### src/hw/rtl/cpsr_pkg.sv
// ----------------------------------------------------------------------------
// cpsr_pkg
// Types, codes and button maps shared by the controller port serial reader.
// ----------------------------------------------------------------------------
`default_nettype none

package cpsr_pkg;

  localparam int unsigned DevW   = 3;
  localparam int unsigned ExpW   = 2;
  localparam int unsigned CntW   = 5;
  localparam int unsigned BtnW   = 16;
  localparam int unsigned DataW  = 5;
  localparam int unsigned AddrW  = 4;
  localparam int unsigned ApbW   = 32;

  localparam logic [DevW-1:0] DEV_NONE      = 3'd0;
  localparam logic [DevW-1:0] DEV_JOYPAD    = 3'd1;
  localparam logic [DevW-1:0] DEV_FOURSCORE = 3'd2;
  localparam logic [DevW-1:0] DEV_LIGHTGUN  = 3'd3;
  localparam logic [DevW-1:0] DEV_MATPAD    = 3'd4;

  localparam logic [ExpW-1:0] EXP_NONE       = 2'd0;
  localparam logic [ExpW-1:0] EXP_FOURPLAYER = 2'd1;
  localparam logic [ExpW-1:0] EXP_BEAMGUN    = 2'd2;

  localparam logic REQ_LATCH = 1'b0;
  localparam logic REQ_READ  = 1'b1;

  localparam logic [1:0] REG_PORT0     = 2'd0;
  localparam logic [1:0] REG_PORT1     = 2'd1;
  localparam logic [1:0] REG_EXPANSION = 2'd2;

  localparam logic [CntW-1:0] CNT_MAX    = 5'd31;
  localparam logic [CntW-1:0] JOY_BITS   = 5'd8;
  localparam logic [CntW-1:0] FOUR_BITS  = 5'd16;
  localparam logic [CntW-1:0] SIG_BASE   = 5'd19;
  localparam logic [CntW-1:0] FOUR_ONES  = 5'd24;
  localparam logic [CntW-1:0] MAT_B_BITS = 5'd4;

  typedef struct packed {
    logic [DevW-1:0] port0_device;
    logic [DevW-1:0] port1_device;
    logic [ExpW-1:0] expansion_device;
  } cfg_t;

  typedef struct packed {
    logic            req_type;
    logic            latch_value;
    logic            port;
    logic [BtnW-1:0] port_buttons;
    logic            port_trigger;
    logic [BtnW-1:0] expansion_buttons;
    logic            expansion_trigger;
  } req_t;

  typedef struct packed {
    logic [DataW-1:0] read_data;
    logic             advance;
  } read_res_t;

  function automatic logic [3:0] mat_map_a(input logic [2:0] idx);
    logic [3:0] m;
    case (idx)
      3'd0:    m = 4'd1;
      3'd1:    m = 4'd0;
      3'd2:    m = 4'd4;
      3'd3:    m = 4'd8;
      3'd4:    m = 4'd5;
      3'd5:    m = 4'd9;
      3'd6:    m = 4'd10;
      default: m = 4'd6;
    endcase
    return m;
  endfunction

  function automatic logic [3:0] mat_map_b(input logic [1:0] idx);
    logic [3:0] m;
    case (idx)
      2'd0:    m = 4'd3;
      2'd1:    m = 4'd2;
      2'd2:    m = 4'd11;
      default: m = 4'd7;
    endcase
    return m;
  endfunction

endpackage

`default_nettype wire

### src/hw/rtl/cpsr_ifs.sv
// ----------------------------------------------------------------------------
// cpsr_ifs
// Valid/ready channels for bus requests and read results.
// ----------------------------------------------------------------------------
`default_nettype none

interface cpsr_req_if;
  logic        valid;
  logic        ready;
  logic        req_type;
  logic        latch_value;
  logic        port;
  logic [15:0] port_buttons;
  logic        port_trigger;
  logic [15:0] expansion_buttons;
  logic        expansion_trigger;

  modport source (
    output valid, req_type, latch_value, port, port_buttons, port_trigger,
           expansion_buttons, expansion_trigger,
    input  ready
  );
  modport sink (
    input  valid, req_type, latch_value, port, port_buttons, port_trigger,
           expansion_buttons, expansion_trigger,
    output ready
  );
endinterface

interface cpsr_rsp_if;
  logic       valid;
  logic       ready;
  logic [4:0] read_data;

  modport source (output valid, read_data, input ready);
  modport sink (input valid, read_data, output ready);
endinterface

`default_nettype wire

### src/hw/rtl/cpsr_cfg.sv
// ----------------------------------------------------------------------------
// cpsr_cfg
// APB register file holding the device types of both ports and the expansion.
// ----------------------------------------------------------------------------
`default_nettype none

module cpsr_cfg import cpsr_pkg::*; (
  input  wire logic             clk_i,
  input  wire logic             rst_ni,
  input  wire logic             psel,
  input  wire logic             penable,
  input  wire logic             pwrite,
  input  wire logic [AddrW-1:0] paddr,
  input  wire logic [ApbW-1:0]  pwdata,
  output logic      [ApbW-1:0]  prdata,
  output logic                  pready,
  output cfg_t                  cfg_o
);

  cfg_t       cfg_q, cfg_d;
  logic       wr_en;
  logic [1:0] reg_idx;

  assign pready  = 1'b1;
  assign wr_en   = psel && penable && pwrite;
  assign reg_idx = paddr[3:2];

  always_comb begin
    cfg_d = cfg_q;
    if (wr_en) begin
      unique case (reg_idx)
        REG_PORT0:     cfg_d.port0_device     = pwdata[DevW-1:0];
        REG_PORT1:     cfg_d.port1_device     = pwdata[DevW-1:0];
        REG_EXPANSION: cfg_d.expansion_device = pwdata[ExpW-1:0];
        default:       cfg_d = cfg_q;
      endcase
    end
  end

  always_comb begin
    prdata = '0;
    unique case (reg_idx)
      REG_PORT0:     prdata[DevW-1:0] = cfg_q.port0_device;
      REG_PORT1:     prdata[DevW-1:0] = cfg_q.port1_device;
      REG_EXPANSION: prdata[ExpW-1:0] = cfg_q.expansion_device;
      default:       prdata = '0;
    endcase
  end

  always_ff @(posedge clk_i or negedge rst_ni) begin
    if (!rst_ni) begin
      cfg_q.port0_device     <= DEV_JOYPAD;
      cfg_q.port1_device     <= DEV_JOYPAD;
      cfg_q.expansion_device <= EXP_FOURPLAYER;
    end else begin
      cfg_q <= cfg_d;
    end
  end

  assign cfg_o = cfg_q;

endmodule

`default_nettype wire

### src/hw/rtl/cpsr_read_logic.sv
// ----------------------------------------------------------------------------
// cpsr_read_logic
// Builds the five-bit port read value from the attached devices and counter.
// ----------------------------------------------------------------------------
`default_nettype none

module cpsr_read_logic import cpsr_pkg::*; (
  input  wire req_t             req_i,
  input  wire cfg_t             cfg_i,
  input  wire logic  [CntW-1:0] count_i,
  input  wire logic             strobe_i,
  output read_res_t             res_o
);

  logic [DevW-1:0]  dev;
  logic [DataW-1:0] r;
  logic [CntW-1:0]  sig_pos;
  logic [3:0]       xidx;

  assign dev     = req_i.port ? cfg_i.port1_device : cfg_i.port0_device;
  assign sig_pos = SIG_BASE - {{(CntW-1){1'b0}}, req_i.port};
  assign xidx    = {req_i.port, count_i[2:0]};

  always_comb begin
    r = '0;
    case (dev)
      DEV_JOYPAD: begin
        r[0] = (count_i >= JOY_BITS) ? 1'b1 : req_i.port_buttons[count_i[3:0]];
      end
      DEV_FOURSCORE: begin
        if (count_i >= FOUR_BITS) begin
          r[0] = (count_i >= FOUR_ONES) || (count_i == sig_pos);
        end else begin
          r[0] = req_i.port_buttons[count_i[3:0]];
        end
      end
      DEV_LIGHTGUN: begin
        r[3] = 1'b1;
        r[4] = req_i.port_trigger;
      end
      DEV_MATPAD: begin
        r[3] = (count_i >= JOY_BITS) ? 1'b1
             : req_i.port_buttons[mat_map_a(count_i[2:0])];
        r[4] = (count_i >= MAT_B_BITS) ? 1'b1
             : req_i.port_buttons[mat_map_b(count_i[1:0])];
      end
      default: r = '0;
    endcase

    if (dev != DEV_NONE) begin
      case (cfg_i.expansion_device)
        EXP_FOURPLAYER: begin
          r[1] = (count_i >= JOY_BITS) ? 1'b1 : req_i.expansion_buttons[xidx];
        end
        EXP_BEAMGUN: begin
          if (req_i.port) begin
            r[3] = 1'b1;
            r[4] = r[4] | req_i.expansion_trigger;
          end
        end
        default: ;
      endcase
    end
  end

  assign res_o.read_data = r;
  assign res_o.advance   = (dev != DEV_NONE) && !strobe_i && (count_i != CNT_MAX);

endmodule

`default_nettype wire

### src/hw/rtl/cpsr_engine.sv
// ----------------------------------------------------------------------------
// cpsr_engine
// Request register, strobe and counter state, and the result register.
// ----------------------------------------------------------------------------
`default_nettype none

module cpsr_engine import cpsr_pkg::*; (
  input  wire logic   clk_i,
  input  wire logic   rst_ni,
  input  wire cfg_t   cfg_i,
  cpsr_req_if.sink    req_i,
  cpsr_rsp_if.source  rsp_o
);

  req_t             s1_q;
  logic             s1_valid_q, s1_valid_d;
  logic             out_valid_q, out_valid_d;
  logic [DataW-1:0] out_data_q;
  logic             strobe_q, strobe_d;
  logic [CntW-1:0]  cnt0_q, cnt0_d, cnt1_q, cnt1_d;
  logic [CntW-1:0]  cur_cnt;
  logic             out_free, s1_go, in_take;
  read_res_t        res;

  assign out_free = !out_valid_q || rsp_o.ready;
  assign s1_go    = s1_valid_q && ((s1_q.req_type == REQ_LATCH) || out_free);
  assign req_i.ready = !s1_valid_q || s1_go;
  assign in_take  = req_i.valid && req_i.ready;
  assign cur_cnt  = s1_q.port ? cnt1_q : cnt0_q;

  cpsr_read_logic u_read_logic (
    .req_i    (s1_q),
    .cfg_i    (cfg_i),
    .count_i  (cur_cnt),
    .strobe_i (strobe_q),
    .res_o    (res)
  );

  always_comb begin
    s1_valid_d  = in_take ? 1'b1 : (s1_go ? 1'b0 : s1_valid_q);
    out_valid_d = out_valid_q && !rsp_o.ready;
    strobe_d    = strobe_q;
    cnt0_d      = cnt0_q;
    cnt1_d      = cnt1_q;
    if (s1_go) begin
      if (s1_q.req_type == REQ_LATCH) begin
        strobe_d = s1_q.latch_value;
        if (s1_q.latch_value) begin
          cnt0_d = '0;
          cnt1_d = '0;
        end
      end else begin
        out_valid_d = 1'b1;
        if (res.advance) begin
          if (s1_q.port) begin
            cnt1_d = cnt1_q + 1'b1;
          end else begin
            cnt0_d = cnt0_q + 1'b1;
          end
        end
      end
    end
  end

  always_ff @(posedge clk_i or negedge rst_ni) begin
    if (!rst_ni) begin
      s1_valid_q  <= 1'b0;
      out_valid_q <= 1'b0;
      strobe_q    <= 1'b0;
      cnt0_q      <= '0;
      cnt1_q      <= '0;
    end else begin
      s1_valid_q  <= s1_valid_d;
      out_valid_q <= out_valid_d;
      strobe_q    <= strobe_d;
      cnt0_q      <= cnt0_d;
      cnt1_q      <= cnt1_d;
    end
  end

  always_ff @(posedge clk_i) begin
    if (in_take) begin
      s1_q.req_type          <= req_i.req_type;
      s1_q.latch_value       <= req_i.latch_value;
      s1_q.port              <= req_i.port;
      s1_q.port_buttons      <= req_i.port_buttons;
      s1_q.port_trigger      <= req_i.port_trigger;
      s1_q.expansion_buttons <= req_i.expansion_buttons;
      s1_q.expansion_trigger <= req_i.expansion_trigger;
    end
    if (s1_go && (s1_q.req_type == REQ_READ)) begin
      out_data_q <= res.read_data;
    end
  end

  assign rsp_o.valid     = out_valid_q;
  assign rsp_o.read_data = out_data_q;

endmodule

`default_nettype wire

### src/hw/rtl/controller_port_serial_reader_unit.sv
// ----------------------------------------------------------------------------
// controller_port_serial_reader_unit
// Two controller ports and an expansion port read out serially by the host.
// ----------------------------------------------------------------------------
// The unit takes one request per clock cycle, latch writes and port reads
// alike, as long as the result side does not hold back a read. Each read's
// five-bit value passes the request register, then the result register.
// Latch writes produce no result. The device types are set over the APB port
// and must only change while no request is in flight.
`default_nettype none

module controller_port_serial_reader_unit import cpsr_pkg::*; (
  input  wire logic             clk_i,
  input  wire logic             rst_ni,
  input  wire logic             psel,
  input  wire logic             penable,
  input  wire logic             pwrite,
  input  wire logic [AddrW-1:0] paddr,
  input  wire logic [ApbW-1:0]  pwdata,
  output logic      [ApbW-1:0]  prdata,
  output logic                  pready,
  cpsr_req_if.sink              req_i,
  cpsr_rsp_if.source            rsp_o
);

  cfg_t cfg;

  cpsr_cfg u_cfg (
    .clk_i   (clk_i),
    .rst_ni  (rst_ni),
    .psel    (psel),
    .penable (penable),
    .pwrite  (pwrite),
    .paddr   (paddr),
    .pwdata  (pwdata),
    .prdata  (prdata),
    .pready  (pready),
    .cfg_o   (cfg)
  );

  cpsr_engine u_engine (
    .clk_i  (clk_i),
    .rst_ni (rst_ni),
    .cfg_i  (cfg),
    .req_i  (req_i),
    .rsp_o  (rsp_o)
  );

endmodule

`default_nettype wire

### src/flat_wrapper.sv
// flat-port wrapper written by rule: the top's interface ports become plain ports
module controller_port_serial_reader_unit_flat import cpsr_pkg::*;
  (clk_i, rst_ni, psel, penable, pwrite, paddr, pwdata, prdata, pready, req_i_valid, req_i_req_type, req_i_latch_value, req_i_port, req_i_port_buttons, req_i_port_trigger, req_i_expansion_buttons, req_i_expansion_trigger, req_i_ready, rsp_o_valid, rsp_o_read_data, rsp_o_ready);
  cpsr_req_if req_i_i ();
  cpsr_rsp_if rsp_o_i ();
  input  wire logic clk_i;
  input  wire logic rst_ni;
  input  wire logic psel;
  input  wire logic penable;
  input  wire logic pwrite;
  input  wire logic [AddrW-1:0] paddr;
  input  wire logic [ApbW-1:0] pwdata;
  output logic      [ApbW-1:0] prdata;
  output logic pready;
  input wire logic [$bits(req_i_i.valid)-1:0] req_i_valid;
  input wire logic [$bits(req_i_i.req_type)-1:0] req_i_req_type;
  input wire logic [$bits(req_i_i.latch_value)-1:0] req_i_latch_value;
  input wire logic [$bits(req_i_i.port)-1:0] req_i_port;
  input wire logic [$bits(req_i_i.port_buttons)-1:0] req_i_port_buttons;
  input wire logic [$bits(req_i_i.port_trigger)-1:0] req_i_port_trigger;
  input wire logic [$bits(req_i_i.expansion_buttons)-1:0] req_i_expansion_buttons;
  input wire logic [$bits(req_i_i.expansion_trigger)-1:0] req_i_expansion_trigger;
  output wire logic [$bits(req_i_i.ready)-1:0] req_i_ready;
  output wire logic [$bits(rsp_o_i.valid)-1:0] rsp_o_valid;
  output wire logic [$bits(rsp_o_i.read_data)-1:0] rsp_o_read_data;
  input wire logic [$bits(rsp_o_i.ready)-1:0] rsp_o_ready;
  assign req_i_i.valid = req_i_valid;
  assign req_i_i.req_type = req_i_req_type;
  assign req_i_i.latch_value = req_i_latch_value;
  assign req_i_i.port = req_i_port;
  assign req_i_i.port_buttons = req_i_port_buttons;
  assign req_i_i.port_trigger = req_i_port_trigger;
  assign req_i_i.expansion_buttons = req_i_expansion_buttons;
  assign req_i_i.expansion_trigger = req_i_expansion_trigger;
  assign req_i_ready = req_i_i.ready;
  assign rsp_o_valid = rsp_o_i.valid;
  assign rsp_o_read_data = rsp_o_i.read_data;
  assign rsp_o_i.ready = rsp_o_ready;
  controller_port_serial_reader_unit u_core (.clk_i(clk_i), .rst_ni(rst_ni), .psel(psel), .penable(penable), .pwrite(pwrite), .paddr(paddr), .pwdata(pwdata), .prdata(prdata), .pready(pready), .req_i(req_i_i), .rsp_o(rsp_o_i));
endmodule
### config.mk
export PLATFORM = sky130hd
export DESIGN_NAME = controller_port_serial_reader_unit_flat
export DESIGN_NICKNAME = d
export VERILOG_FILES = /design/src/hw/rtl/cpsr_pkg.sv /design/src/hw/rtl/cpsr_ifs.sv /design/src/hw/rtl/cpsr_cfg.sv /design/src/hw/rtl/cpsr_read_logic.sv /design/src/hw/rtl/cpsr_engine.sv /design/src/hw/rtl/controller_port_serial_reader_unit.sv /design/src/flat_wrapper.sv
export SDC_FILE = /design/constraint.sdc
export NUM_CORES = 1
export LEC_CHECK = 0
export ABC_CLOCK_PERIOD_IN_PS = 7000
export BUFFER_PORTS_ARGS = -buffer_cell sky130_fd_sc_hd__buf_2
export CORE_ASPECT_RATIO = 0.9
export CORE_MARGIN = 4
export CORE_UTILIZATION = 54
export DETAILED_ROUTE_END_ITERATION = 10
export GPL_TIMING_DRIVEN = 0
export PLACE_DENSITY_LB_ADDON = 0.3
export REMOVE_ABC_BUFFERS = 1
export SYNTH_ARGS = -nofsm -noshare
export SYNTH_HDL_FRONTEND = slang
export SYNTH_SLANG_ARGS = --single-unit
### constraint.sdc
create_clock -name clk_i -period 7 [get_ports clk_i]
set_clock_uncertainty 0.1 [all_clocks]
set_input_delay 1.4 -clock clk_i [delete_from_list [all_inputs] [get_ports clk_i]]
set_output_delay 1.4 -clock clk_i [all_outputs]
set_load 0.05 [all_outputs]
==> run summary <==
The highest metal layer with signal wires was met4. TritonCTS built the clock tree. The tools report the sum of negative setup slack as 0 ns. In this run the tool buffered the top-level ports with 57 buffer cells. The largest voltage drop on the vdd net was 130 uV.

Wire segments on met2 add up to 3.03 mm in the final route. For the area of the multi-input gates, the log shows 1360 um^2. The H-tree generated during clock tree synthesis spans 3 levels. Once detail routing completed, the nets flagged for antenna violations numbered 0. The tools report the critical path endpoint category as a primary output.

The sequential-to-total area share from yosys stat was 0.526; the top achievable clock speed was 0.277 GHz. The type of the tightest min-delay check was reg -> reg. Setup violations remaining at the end of the flow were counted as 0.

Start point of the worst hold path: u_core.u_cfg.cfg_o[4]$_DFFE_PN0P_. The run gives 1760 um^2 as the total area of sequential cells. The aggregate routed wire length was 6.09 mm.

After layout, the design draws a total of 927 uW. The die is 82.7 um tall. The tools report the post-synthesis cell count as 274. Count of boundary I/O pins: 120.

Number of failing hold endpoints at the final stage: 0. Summed over all cells, the static leakage comes to 1.61 nW. Entering global routing, the biggest net connects 38 pins.

The effective utilization at floorplan was 0.572; the max-cap violation count was 0. The fraction of final layout cells with drive strength greater than 1 came out at 0.290. The post-synthesis average cell area works out to 12.2 um^2. The overall track demand over capacity in global routing was 0.172.

The first global-routing pass estimated 9.99 mm of wire. The area added between synthesis and finish is 10.7%. The clock tree buffer depth was 2. Routability-driven placement finished with a final weighted congestion of 0.832. At the pin with the least slew margin, the transition time is 1.15 ns.

The kind of launch point of the worst setup path was an input pin. The run gives 0 as the number of resized instances in the post-cts repair step. The cell area that synthesis handed to floorplanning was 3350 um^2. The die area is 7520 um^2. Global routing finished with a remaining overflow of 0. The run finished with clean final reports. The tools report the row count as 26. Data on the critical path is required at its endpoint by 5.50 ns. The critical path is of the in -> out type. The initial antenna violation count is 0, and the arrival time at the worst endpoint is 2.11 ns.

Warning count from the yosys run: 0. After clock tree synthesis, the clock-pin slew on the worst setup and hold paths is 0.07 ns. The met1 wire length is 2.59 mm.

In this run, distinct cell masters in the synthesized netlist total 54. Setup repair after global routing left no endpoint under its margin. The number of global-route vias before repair was 2125. Counting I/O delays and the setup requirement, the final critical path takes 3.61 ns. The largest fanout of any net on the critical path was 7. TritonCTS created 9 clock buffers. The region available for standard cell placement spans 5860 um^2. The leading register cell type out of synthesis was edfxtp_1.

The async set-reset flop share out of synthesis was 0.339; the count of final max-slew check failures was 0. The number of antenna repair diodes came out at 0. The critical path starts at paddr[2]. After detailed routing, the number of remaining DRC violations is 0.

Number of synthesized register bits: 62. For this design, the sink count on the clock tree is 62. After routing the design area is 3700 um^2. Fill cells in the final layout number 458. Post-CTS timing repair inserted 0 buffers for setup. For this design the ratio of total power to cell area is 250 nW/um^2.

The logs give 4.49 mm for the post-DP HPWL and 3530 um^2 for the post-detailed-placement cell area. In the final design database the tool counted 411 nets. Detailed routing inserted a total of 2222 vias.

The startpoint of the lowest-slack register-to-register path was u_core.u_engine.s1_q[34]$_DFFE_PP_. The tools report the library cell used as clock root buffer as clkbuf_8. After detailed routing, the number of vias per cell comes to 5.50. The synthesized design contains 41 enable-type register cells. The routed design uses 420 um of met3 wire. The run gives 0.232 as the relative max-transition margin. The part of the cycle the worst path needs was 0.516; the number of iterations in the first detailed-routing pass was 4.

The clock insertion delay at the later pin of the skew report is 0.34 ns, and the routed wirelength normalized by instance count is 15.1 um. The die is 91.0 um wide. For this block, the initial DRC count from the detailed router was 119. The run gives 0 as the count of hold buffers inserted by post-cts repair.
worst max-delay path: stages:
cell and delay, ns:
buf_2 0.15, nor2b_1 0.15, nand2_1 0.07, o21ai_0 0.06, buf_2 0.28
power breakdown:
part / internal [mW] / switching, mW / leakage, nW
Clock: 0.128 / 0.139 / 0.0852
Sequential: 0.431 / 0.0313 / 0.665
Combinational: 0.0714 / 0.126 / 0.862
Total: 0.630 / 0.297 / 1.61
per-layer routing:
metal | vias up | global-route usage
li1 | 1074 | -
met1 | 1072 | 0.212
met2 | 70 | 0.289
met3 | 6 | 0.0625
met4 | 0 | 0.0497
met5 | - | 0
layout make-up:
class | count | share of cell area
inverters | 10 | 0.0101
clock buffers | 9 | 0.0334
clock inverters | 7 | 0.0139
well taps | 70 | 0.0236
flip-flops and latches | 62 | 0.475
multi-input cells | 189 | 0.367
repair buffers | 57 | 0.0770
path summary, 6_finish.rpt:
check | to | depth (start not counted) | slack, ns
setup / recovery | prdata[0] | 5 | 3.39
hold / removal | u_core.u_cfg.cfg_o[4]$_DFFE_PN0P_ | 1 | 0.45
setup reg to reg | u_core.u_engine.rsp_o.read_data[1]$_SDFFCE_PN0P_ | 5 | 3.68
hold reg to reg | u_core.u_cfg.cfg_o[4]$_DFFE_PN0P_ | 1 | 0.45
max in group asynchronous | u_core.u_cfg.cfg_o[0]$_DFFE_PN1P_ | 1 | 5.53
min in group asynchronous | u_core.u_engine.rsp_o.valid$_DFF_PN0_ | 1 | 0.92
per-stage QoR:
step,cells,worst slack [ns],hold slack [ns],utilization
2_1_floorplan,261,2.91,0.401,-
3_3_place_gp,388,3.39,0.439,0.602
3_5_place_dp,388,3.38,0.438,0.603
4_1_cts,404,3.38,0.454,0.632
5_1_grt,404,3.29,0.487,0.632
6_report,404,3.39,0.445,0.632
synth_stat cells (all sizes together), types with 3 or more instances:
library cell  number  area [um^2]
buf               38          285
mux2              11          124
nor2b              4         25.0
clkbuf             4         16.3
edfxtp            41         1230
nand3              6         30.0
nor3               4         20.0
and3b              3         26.3
nor3b              5         37.5
mux4               4         90.1
o21ai             17         85.1
inv               10         37.5
and2               3         18.8
a21oi              4         20.0
nand3b             5         37.5
dfstp              3         78.8
nand2b             3         18.8
dfrtp             18          450
nand4              3         18.8
mux2i             27          295
o31ai              3         22.5
nand2             17         63.8
nor2              11         41.3
logic make-up after synthesis:
kind of cell / count (synthesis) / share of synthesized area
compound gates: 47 / 0.104
fa+ha+maj: 2 / 0.00748
buf+inv: 52 / 0.101
flops: 62 / 0.526
mux: 42 / 0.152
other cells: 2 / 0.00224
simple gates: 67 / 0.107
sequential cells by signal, summed over array words and instances (netlist names):
register	count
u_core.u_engine.cnt1_q	5
u_core.u_engine.rsp_o.read_data	4
u_core.u_engine.s1_q	37
u_core.u_cfg.cfg_o	8
u_core.u_engine.cnt0_q	5
u_core.u_engine.strobe_q	1
u_core.u_engine.rsp_o.valid	1
u_core.u_engine.s1_valid_q	1
placed cells by master, fill, tap and decap left out, types with 9 or more instances in the layout:
| cell type | count |
|---|---|
| o21ai_0 | 16 |
| mux2i_1 | 25 |
| edfxtp_1 | 41 |
| mux2_2 | 11 |
| nor2_1 | 11 |
| nand2_1 | 17 |
| clkbuf_8 | 9 |
| dfrtp_1 | 18 |
| inv_1 | 10 |
| buf_2 | 57 |
| conb_1 | 31 |
Power figures use the tool's default switching activity.
